--- config.mk ---
export PLATFORM = sky130hd
export DESIGN_NAME = linear_scan_register_allocator
export DESIGN_NICKNAME = d
export VERILOG_FILES = /design/src/sv/lsra_pkg.sv /design/src/sv/lsra_ctrl.sv /design/src/sv/lsra_dp.sv /design/src/sv/linear_scan_register_allocator.sv
export SDC_FILE = /design/constraint.sdc
export NUM_CORES = 2
export LEC_CHECK = 0
export BUFFER_PORTS_ARGS = -buffer_cell sky130_fd_sc_hd__buf_2
export CELL_PAD_IN_SITES_DETAIL_PLACEMENT = 1
export CELL_PAD_IN_SITES_GLOBAL_PLACEMENT = 2
export CORE_UTILIZATION = 39
export DETAILED_ROUTE_END_ITERATION = 16
export PLACE_DENSITY = 0.8
export SKIP_CTS_REPAIR_TIMING = 1
export SYNTH_ARGS = -nofsm -noshare
export SYNTH_HDL_FRONTEND = slang
export SYNTH_SLANG_ARGS = --single-unit
--- constraint.sdc ---
create_clock -name clk -period 8.4 [get_ports clk]
set_input_delay 0.42 -clock clk [delete_from_list [all_inputs] [get_ports clk]]
set_output_delay 0.42 -clock clk [all_outputs]
set_load 0.005 [all_outputs]
--- src/sv/lsra_pkg.sv ---
`timescale 1ns / 1ps

package lsra_pkg;

	// Width of the register count as written through the configuration port.
	localparam int NUM_REGS_W = 5;
	// Width of the register number in a result item.
	localparam int OUT_REG_W = 4;
	// Register count after reset.
	localparam logic [NUM_REGS_W-1:0] NUM_REGS_RESET = 5'd16;

	typedef enum logic [1:0] {
		ST_IDLE,
		ST_EXPIRE,
		ST_ALLOC
	} lsra_state_t;

	// Commands from the controller to the datapath.
	typedef struct packed {
		logic load;    // latch the incoming interval
		logic refill;  // empty the active set and refill the free stack
		logic expire;  // retire the front active entry and push its register
		logic alloc;   // apply the allocation decision and load the result
	} lsra_cmd_t;

	// Status from the datapath to the controller.
	typedef struct packed {
		logic expire_hit;  // front active entry ends before the latched begin
	} lsra_sts_t;

endpackage

--- src/sv/lsra_ctrl.sv ---
`timescale 1ns / 1ps

module lsra_ctrl (
	input  logic              clk,
	input  logic              arst_n,
	input  logic              s_tvalid,
	input  logic              new_run,
	output logic              s_tready,
	input  logic              m_tready,
	output logic              m_tvalid,
	input  lsra_pkg::lsra_sts_t sts,
	output lsra_pkg::lsra_cmd_t cmd
);
	import lsra_pkg::*;

	lsra_state_t state_q;
	lsra_state_t state_nxt;
	logic        out_valid_q;
	logic        slot_free;

	assign slot_free = !out_valid_q || m_tready;
	assign m_tvalid  = out_valid_q;

	always_ff @(posedge clk or negedge arst_n) begin
		if (!arst_n) begin
			state_q <= ST_IDLE;
		end else begin
			state_q <= state_nxt;
		end
	end

	always_comb begin
		state_nxt  = state_q;
		s_tready   = 1'b0;
		cmd        = '0;
		unique case (state_q)
			ST_IDLE: begin
				s_tready = 1'b1;
				if (s_tvalid) begin
					cmd.load   = 1'b1;
					cmd.refill = new_run;
					state_nxt  = ST_EXPIRE;
				end
			end
			ST_EXPIRE: begin
				if (sts.expire_hit) begin
					cmd.expire = 1'b1;
				end else if (slot_free) begin
					cmd.alloc = 1'b1;
					state_nxt = ST_IDLE;
				end else begin
					state_nxt = ST_ALLOC;
				end
			end
			ST_ALLOC: begin
				if (slot_free) begin
					cmd.alloc = 1'b1;
					state_nxt = ST_IDLE;
				end
			end
			default: begin
				state_nxt = ST_IDLE;
			end
		endcase
	end

	// The result register is loaded by an allocation and emptied when taken.
	always_ff @(posedge clk or negedge arst_n) begin
		if (!arst_n) begin
			out_valid_q <= 1'b0;
		end else if (cmd.alloc) begin
			out_valid_q <= 1'b1;
		end else if (m_tready) begin
			out_valid_q <= 1'b0;
		end
	end

`ifndef SYNTHESIS
	a_alloc_slot_free: assert property (@(posedge clk) disable iff (!arst_n)
		cmd.alloc |-> (!out_valid_q || m_tready))
		else $error("allocation overwrote a result that was not taken");
	a_alloc_shows: assert property (@(posedge clk) disable iff (!arst_n)
		cmd.alloc |=> m_tvalid)
		else $error("result not presented after allocation");
	a_expire_on_hit: assert property (@(posedge clk) disable iff (!arst_n)
		cmd.expire |-> (sts.expire_hit && state_q == ST_EXPIRE))
		else $error("expiry issued without an expired front entry");
`endif

endmodule

--- src/sv/lsra_dp.sv ---
`timescale 1ns / 1ps

module lsra_dp #(
	parameter int MAX_REGS  = 16,
	parameter int POS_WIDTH = 16,
	parameter int TAG_WIDTH = 10
) (
	input  logic                                clk,
	input  logic                                arst_n,
	input  lsra_pkg::lsra_cmd_t                 cmd,
	output lsra_pkg::lsra_sts_t                 sts,
	input  logic [lsra_pkg::NUM_REGS_W-1:0]     num_regs,
	input  logic [TAG_WIDTH-1:0]                in_id,
	input  logic [POS_WIDTH-1:0]                in_begin,
	input  logic [POS_WIDTH-1:0]                in_end,
	output logic [TAG_WIDTH-1:0]                result_id,
	output logic [lsra_pkg::OUT_REG_W-1:0]      assigned_reg,
	output logic                                current_spilled,
	output logic                                victim_valid,
	output logic [TAG_WIDTH-1:0]                victim_id
);
	import lsra_pkg::*;

	localparam int REG_W = (MAX_REGS > 1) ? $clog2(MAX_REGS) : 1;
	localparam int CNT_W = $clog2(MAX_REGS + 1);
	localparam logic [7:0] MAX8 = 8'(MAX_REGS);
	localparam logic [CNT_W-1:0] MAX_CNT = CNT_W'(MAX_REGS);

	// Latched interval.
	logic [TAG_WIDTH-1:0] id_q;
	logic [POS_WIDTH-1:0] begin_q;
	logic [POS_WIDTH-1:0] end_q;

	// Active set, sorted by ascending end, front at index 0.
	logic [POS_WIDTH-1:0] act_end_q [MAX_REGS];
	logic [TAG_WIDTH-1:0] act_tag_q [MAX_REGS];
	logic [REG_W-1:0]     act_reg_q [MAX_REGS];
	logic [CNT_W-1:0]     act_cnt_q;

	// Free register stack, top at index 0.
	logic [REG_W-1:0]     stk_q [MAX_REGS];
	logic [CNT_W-1:0]     free_cnt_q;

	logic [7:0]           nr_w;
	logic [7:0]           eff8;
	logic [CNT_W-1:0]     eff_cnt;
	logic [CNT_W-1:0]     last_cnt;
	logic [REG_W-1:0]     last_idx;
	logic                 full;
	logic                 victim;
	logic                 take;
	logic [CNT_W-1:0]     base_cnt;
	logic [REG_W-1:0]     new_reg;
	logic [REG_W+OUT_REG_W-1:0] reg_ext;
	logic [MAX_REGS-1:0]  stay;
	logic [POS_WIDTH-1:0] ins_end [MAX_REGS];
	logic [TAG_WIDTH-1:0] ins_tag [MAX_REGS];
	logic [REG_W-1:0]     ins_reg [MAX_REGS];

	// A count of zero acts as one, a count above the array size as the size.
	assign nr_w = {{(8 - NUM_REGS_W){1'b0}}, num_regs};
	always_comb begin
		if (nr_w == 8'd0) begin
			eff8 = 8'd1;
		end else if (nr_w > MAX8) begin
			eff8 = MAX8;
		end else begin
			eff8 = nr_w;
		end
	end
	assign eff_cnt = eff8[CNT_W-1:0];

	assign last_cnt = act_cnt_q - CNT_W'(1);
	assign last_idx = last_cnt[REG_W-1:0];

	assign sts.expire_hit = (act_cnt_q != '0) && (act_end_q[0] < begin_q);

	// Allocation decision.
	assign full     = (act_cnt_q >= eff_cnt) || (free_cnt_q == '0);
	assign victim   = full && (act_cnt_q != '0) && (act_end_q[last_idx] > end_q);
	assign take     = !full || victim;
	assign base_cnt = victim ? last_cnt : act_cnt_q;
	assign new_reg  = victim ? act_reg_q[last_idx] : stk_q[0];
	assign reg_ext  = {{OUT_REG_W{1'b0}}, (take ? new_reg : REG_W'(0))};

	// Sorted insert: entries that end strictly earlier stay, the new entry
	// lands at the first place that does not, the rest move one place back.
	for (genvar k = 0; k < MAX_REGS; k++) begin : g_ins
		assign stay[k] = (CNT_W'(k) < base_cnt) && (act_end_q[k] < end_q);
		if (k == 0) begin : g_head
			always_comb begin
				if (stay[k]) begin
					ins_end[k] = act_end_q[k];
					ins_tag[k] = act_tag_q[k];
					ins_reg[k] = act_reg_q[k];
				end else begin
					ins_end[k] = end_q;
					ins_tag[k] = id_q;
					ins_reg[k] = new_reg;
				end
			end
		end else begin : g_body
			always_comb begin
				if (stay[k]) begin
					ins_end[k] = act_end_q[k];
					ins_tag[k] = act_tag_q[k];
					ins_reg[k] = act_reg_q[k];
				end else if (stay[k-1]) begin
					ins_end[k] = end_q;
					ins_tag[k] = id_q;
					ins_reg[k] = new_reg;
				end else begin
					ins_end[k] = act_end_q[k-1];
					ins_tag[k] = act_tag_q[k-1];
					ins_reg[k] = act_reg_q[k-1];
				end
			end
		end
	end

	always_ff @(posedge clk) begin
		if (cmd.load) begin
			id_q    <= in_id;
			begin_q <= in_begin;
			end_q   <= in_end;
		end
		if (cmd.expire) begin
			for (int k = 0; k < MAX_REGS - 1; k++) begin
				act_end_q[k] <= act_end_q[k+1];
				act_tag_q[k] <= act_tag_q[k+1];
				act_reg_q[k] <= act_reg_q[k+1];
			end
		end else if (cmd.alloc && take) begin
			for (int k = 0; k < MAX_REGS; k++) begin
				act_end_q[k] <= ins_end[k];
				act_tag_q[k] <= ins_tag[k];
				act_reg_q[k] <= ins_reg[k];
			end
		end
		if (cmd.alloc) begin
			result_id       <= id_q;
			assigned_reg    <= reg_ext[OUT_REG_W-1:0];
			current_spilled <= !take;
			victim_valid    <= victim;
			victim_id       <= victim ? act_tag_q[last_idx] : '0;
		end
	end

	always_ff @(posedge clk or negedge arst_n) begin
		if (!arst_n) begin
			act_cnt_q  <= '0;
			free_cnt_q <= CNT_W'(NUM_REGS_RESET > MAX8[NUM_REGS_W-1:0] && MAX_REGS < 32
				? MAX_REGS : NUM_REGS_RESET);
			for (int k = 0; k < MAX_REGS; k++) begin
				stk_q[k] <= REG_W'(k);
			end
		end else if (cmd.refill) begin
			act_cnt_q  <= '0;
			free_cnt_q <= eff_cnt;
			for (int k = 0; k < MAX_REGS; k++) begin
				stk_q[k] <= REG_W'(k);
			end
		end else if (cmd.expire) begin
			act_cnt_q <= last_cnt;
			if (free_cnt_q < MAX_CNT) begin
				for (int k = 1; k < MAX_REGS; k++) begin
					stk_q[k] <= stk_q[k-1];
				end
				stk_q[0]   <= act_reg_q[0];
				free_cnt_q <= free_cnt_q + CNT_W'(1);
			end
		end else if (cmd.alloc) begin
			if (take) begin
				act_cnt_q <= base_cnt + CNT_W'(1);
			end
			if (!full) begin
				for (int k = 0; k < MAX_REGS - 1; k++) begin
					stk_q[k] <= stk_q[k+1];
				end
				free_cnt_q <= free_cnt_q - CNT_W'(1);
			end
		end
	end

`ifndef SYNTHESIS
	a_cnt_bound: assert property (@(posedge clk) disable iff (!arst_n)
		(act_cnt_q <= MAX_CNT) && (free_cnt_q <= MAX_CNT))
		else $error("active or free count beyond the register file");
	a_conserve: assert property (@(posedge clk) disable iff (!arst_n)
		({1'b0, act_cnt_q} + {1'b0, free_cnt_q}) <= {1'b0, MAX_CNT})
		else $error("more registers in use and free than exist");
	a_sorted: assert property (@(posedge clk) disable iff (!arst_n)
		(act_cnt_q >= CNT_W'(2) && MAX_REGS > 1) |-> (act_end_q[0] <= act_end_q[1]))
		else $error("active set out of order at its front");
`endif

endmodule

--- src/sv/linear_scan_register_allocator.sv ---
`timescale 1ns / 1ps

// Channel   Dir  Handshake          Payload
// s_        in   tvalid / tready    tuser: new_run; tdata: id, begin, end
// m_        out  tvalid / tready    tuser: spill flags; tdata: id, reg, victim id
// cfg_      in   we only            wdata: num_regs
//
// An item is latched, then each active interval that it expires is retired
// (the active set and the free stack retire one entry per cycle), then the
// item is allocated and the result is loaded.
// Reset clears the active set and fills the free stack with registers
// 0..N-1, register 0 on top; num_regs comes up as 16.
// Input is taken only while the block is idle. A result that is not taken
// holds the block in its allocation step, so the next item is not taken in
// until the result register has room.

module linear_scan_register_allocator #(
	parameter int MAX_REGS  = 16,
	parameter int POS_WIDTH = 16,
	parameter int TAG_WIDTH = 10
) (
	input  logic clk,
	input  logic arst_n,
	// Input items.
	input  logic s_tvalid,
	output logic s_tready,
	// [TAG-1:0] interval_id, then interval_begin, then interval_end, zero pad.
	input  logic [((TAG_WIDTH + 2 * POS_WIDTH + 7) / 8) * 8 - 1:0] s_tdata,
	// [0] new_run
	input  logic s_tuser,
	// Result items.
	output logic m_tvalid,
	input  logic m_tready,
	// [TAG-1:0] result_id, then assigned_reg (4 bits), then victim_id, zero pad.
	output logic [((2 * TAG_WIDTH + lsra_pkg::OUT_REG_W + 7) / 8) * 8 - 1:0] m_tdata,
	// [0] current_spilled, [1] victim_valid
	output logic [1:0] m_tuser,
	// Register count.
	input  logic cfg_we,
	input  logic [lsra_pkg::NUM_REGS_W-1:0] cfg_wdata
);
	import lsra_pkg::*;

	localparam int OUT_W = ((2 * TAG_WIDTH + OUT_REG_W + 7) / 8) * 8;
	localparam int OUT_USED = 2 * TAG_WIDTH + OUT_REG_W;

	logic [NUM_REGS_W-1:0] num_regs_q;
	lsra_cmd_t             cmd;
	lsra_sts_t             sts;
	logic [TAG_WIDTH-1:0]  result_id;
	logic [OUT_REG_W-1:0]  assigned_reg;
	logic                  current_spilled;
	logic                  victim_valid;
	logic [TAG_WIDTH-1:0]  victim_id;

	// The count takes effect for the full test at once; the free stack only
	// follows it on the next run start.
	always_ff @(posedge clk or negedge arst_n) begin
		if (!arst_n) begin
			num_regs_q <= NUM_REGS_RESET;
		end else if (cfg_we) begin
			num_regs_q <= cfg_wdata;
		end
	end

	lsra_ctrl u_ctrl (
		.clk      (clk),
		.arst_n   (arst_n),
		.s_tvalid (s_tvalid),
		.new_run  (s_tuser),
		.s_tready (s_tready),
		.m_tready (m_tready),
		.m_tvalid (m_tvalid),
		.sts      (sts),
		.cmd      (cmd)
	);

	lsra_dp #(
		.MAX_REGS  (MAX_REGS),
		.POS_WIDTH (POS_WIDTH),
		.TAG_WIDTH (TAG_WIDTH)
	) u_dp (
		.clk             (clk),
		.arst_n          (arst_n),
		.cmd             (cmd),
		.sts             (sts),
		.num_regs        (num_regs_q),
		.in_id           (s_tdata[TAG_WIDTH-1:0]),
		.in_begin        (s_tdata[TAG_WIDTH+POS_WIDTH-1:TAG_WIDTH]),
		.in_end          (s_tdata[TAG_WIDTH+2*POS_WIDTH-1:TAG_WIDTH+POS_WIDTH]),
		.result_id       (result_id),
		.assigned_reg    (assigned_reg),
		.current_spilled (current_spilled),
		.victim_valid    (victim_valid),
		.victim_id       (victim_id)
	);

	// Result packing; the padding bits stay zero.
	assign m_tdata = OUT_W'({victim_id, assigned_reg, result_id});
	assign m_tuser = {victim_valid, current_spilled};

`ifndef SYNTHESIS
	a_spill_excl: assert property (@(posedge clk) disable iff (!arst_n)
		m_tvalid |-> !(m_tuser[0] && m_tuser[1]))
		else $error("interval spilled and a victim reported for the same item");
	a_spill_reg_zero: assert property (@(posedge clk) disable iff (!arst_n)
		(m_tvalid && m_tuser[0]) |-> (assigned_reg == '0 && victim_id == '0))
		else $error("spilled interval carries a register or victim");
	a_no_accept_busy: assert property (@(posedge clk) disable iff (!arst_n)
		(s_tvalid && s_tready) |=> !s_tready)
		else $error("second item taken before the first was allocated");
	a_pad_zero: assert property (@(posedge clk) disable iff (!arst_n)
		m_tvalid |-> ((m_tdata >> OUT_USED) == '0))
		else $error("padding bits of a result are not zero");
`endif

endmodule

==> metrics.md <==
| Metric | Value |
|---|---|
| Post-synthesis to final-layout area growth | 12.4% |
| Final setup fails | 0 |
| Synth Area in Simple Gates | 11.8% |
| Cell count after synthesis | 3676 |
| Skew-Pair Late Insertion Delay | 0.70 ns |
| ANT cells | 0 |
| Tightest Pin Transition | 1.19 ns |
| Slew headroom | 20.8% |
| Routed length per instance | 27.7 um |
| Synth Register Bits | 630 |
| Post-route ant nets | 0 |
| RSZ-0062 raised after global routing | no |
| Synth Area in XOR/XNOR | 0.236% |
| Post-synth top area share | 40.9% |
| Drt pass-1 iters | 6 |
| Status | finished clean |
| Final Hold Viols | 0 |
| Die Span X | 323 um |
| Multiplexer share of the synthesized area | 14.5% |
| Die Area | 105000 um^2 |
| Core footprint | 102000 um^2 |
| Clock skew | 0.0507 ns |
| Share of layout cells above drive strength 1 | 13.9% |
| Post-synthesis async set-or-reset flop share | 13.0% |
| Count leader, synth | nand2_1 |
| Final critical-path share of the clock period | 89.3% |
| # port buffers | 80 |
| Met2 Usage GRT | 41.1% |
| Mapped Avg Cell Area | 11.0 um^2 |
| Total track usage | 27.0% |
| HPWL Detailed | 91.9 mm |
| WS Path Type | reg -> reg |
| Initial antenna violation count | 0 |
| Synth Cell Area | 40300 um^2 |
| Yosys warns | 0 |
| Root buf cell | clkbuf_16 |
| Syn Nets | 4021 |
| Top-Level Pins | 87 |
| Critical path launch point type | register |
| HP Class | in -> reg |
| Number of flops mapped to enable cells by yosys | 548 |
| Top Usage Layer GRT | met2 |
| Largest net degree at the start of global routing | 191 |
| DRC errors left | 0 |
| TritonCTS clock tree | done |
| Final wirelength | 141 mm |
| Met1 usage | 38.9% |
| Clock transition at path regs | 0.06 ns |
| Max reg flops | 256 |
| Top cells by area, synth | edfxtp_1, ha_1, mux4_2, nand2_1, mux2i_1 |
| Synth unique cells | 80 |
| Post-synthesis compound-gate area fraction | 14.7% |
| Final Max Tran Viols | 0 |
| Die H | 323 um |
| Max H-tree Level | 3 |
| Element type at the critical path end | register |
| Initial DRC Count | 3029 |
| Main combinational cell family by area after synthesis | compound AO/OA/AOI/OAI gates |
| Synth cell count leaders | nand2_1, edfxtp_1, ha_1 |
| GR Overflow Total | 0 |
| Leading registers by flop count | u_dp.act_end_q: 256 flops, u_dp.act_tag_q: 160 flops |
| First-pass GRT wire length | 211 mm |
| FP Rows | 117 |
| Vias in the first global route | 31.7k |
| Biggest register | u_dp.act_end_q |
| Sequential cell area fraction in the yosys report | 46.1% |
| Clock buffer depth | 3 |
| Max Clock Freq | 0.133 GHz |
| WP data arrival | 7.84 ns |
| Max-capacitance violation count | 0 |
| CP Data Required Time | 8.74 ns |
| Final nets | 4027 |
| GP Congestion | 0.888 |
| Met3 GRT Util | 4.03% |
| Min Tclk post-route | 7.50 ns |
| Clock sinks | 630 |
| Vias per std cell | 6.19 |
| Cts bufs inserted | 79 |
| Crit Path Max Fanout | 58 |
| Synth Flop Type | edfxtp_1 |
| Setup total negative slack | 0 ns |
| Initial core utilization | 39.5% |
| Yosys top cell by area | edfxtp_1 |
| Vias | 31.6k |
| Post-Synth Adder-Cell Area | 8.93% |
-- metal layers --
metal / part of all wire (%) / vias to the layer above
met1: 46 / 16400
met5: 0 / -
met3: 5.9 / 220
li1: - / 14100
met2: 45 / 980
met4: 3.6 / 0
-- layout by cell type, fill, tap and decap left out, types with 13 or more instances in the layout --
master         netlist  routed
nor2b_1             22      22
ha_1               285     284
o21a_1              15      15
mux4_2             140     140
a31oi_1             37      37
dfrtp_1             48      47
nor2_1             155     153
nand2_1            622     621
o311ai_0            28      28
o211ai_1           184     184
clkbuf_1           163      20
mux2_1              29      29
buf_2               73      79
o21ai_1            185     183
dfstp_2             34      34
buf_12               0      18
dlygate4sd3_1        0      48
a21oi_1            116     115
nand2b_1            20      20
o21ai_0            118     110
a311oi_1            32      32
inv_1               46      46
buf_4               17      76
nand4_1             33      33
mux2i_1            226     226
a211oi_1            37      37
a21o_1              88      81
nor3_1              16      16
edfxtp_1           548     548
clkbuf_16            0      80
clkinv_1             0      13
nand3_1            191     190
-- metrics by stage --
step | utilization, % | instance area [um^2] | hold WS [ns] | setup slack [ns] | cells
finish | 44.4 | 45300 | 0.0214 | 0.898 | 5110
global route | 44.4 | 45300 | 0.0119 | 0.902 | 5110
CTS | 43.9 | 44800 | -0.348 | 0.976 | 5062
detailed placement | 41.4 | 42200 | 0.377 | 1.01 | 4921
global placement | 41.4 | 42200 | 0.376 | 1.09 | 4921
floorplan | - | 40300 | 0.124 | 0.0111 | 3676
-- area by class of cell --
type | count | area [um^2]
Clock inverter | 41 | 493
Fill cell | 11000 | 56800
Sequential cell | 630 | 18600
Tap cell | 1368 | 1710
Clock buffer | 100 | 2080
Timing Repair Buffer | 221 | 1810
Inverter | 47 | 184
Multi-Input combinational cell | 2703 | 20400
-- cells by family (layout without fill, tap and decap cells) --
| logic type | after synthesis | in the layout |
|---|---|---|
| DFF | 630 | 630 |
| AOI/OAI and AO/OA | 901 | 901 |
| muxes | 402 | 402 |
| buffers and inverters | 343 | 409 |
| xor gates and xnor gates | 10 | 10 |
| and+or+nand+nor | 1103 | 1103 |
| adders and majority gates | 287 | 287 |
-- final timing paths --
| kind | cells past startpoint | start | end | slack [ns] |
|---|---|---|---|---|
| max in group asynchronous | 3 | arst_n | num_regs_q[0] | 7.11 |
| worst max-delay path | 15 | u_dp.act_cnt_q[1] | u_dp.act_end_q[5][13] | 0.90 |
| worst min-delay path | 2 | cfg_we | num_regs_q[4] | 0.02 |
| min in group asynchronous | 2 | arst_n | u_dp.act_cnt_q[0] | 0.22 |
| worst min register to register | 2 | u_dp.stk_q[7] | u_dp.stk_q[3] | 0.48 |
| worst max register to register | 15 | u_dp.act_cnt_q[1] | u_dp.act_end_q[5][13] | 0.90 |
-- worst max-delay path, cell delays in order (launching register included) --
cell and delay (ns):
dfrtp_1 0.57, inv_1 0.19, ha_4 1.07, mux4_2 0.47, mux4_2 0.49, ha_1 0.33
nand4_1 0.29, nor4_2 0.61, a21boi_4 0.32, o31a_4 0.27, nand2_2 0.19, buf_4 0.30
a31oi_1 0.55, a211o_2 0.53, a21o_2 0.59, buf_12 0.30
Power is not shown: default switching activity piles up to over one toggle a cycle in this logic, so the estimate is an artifact.
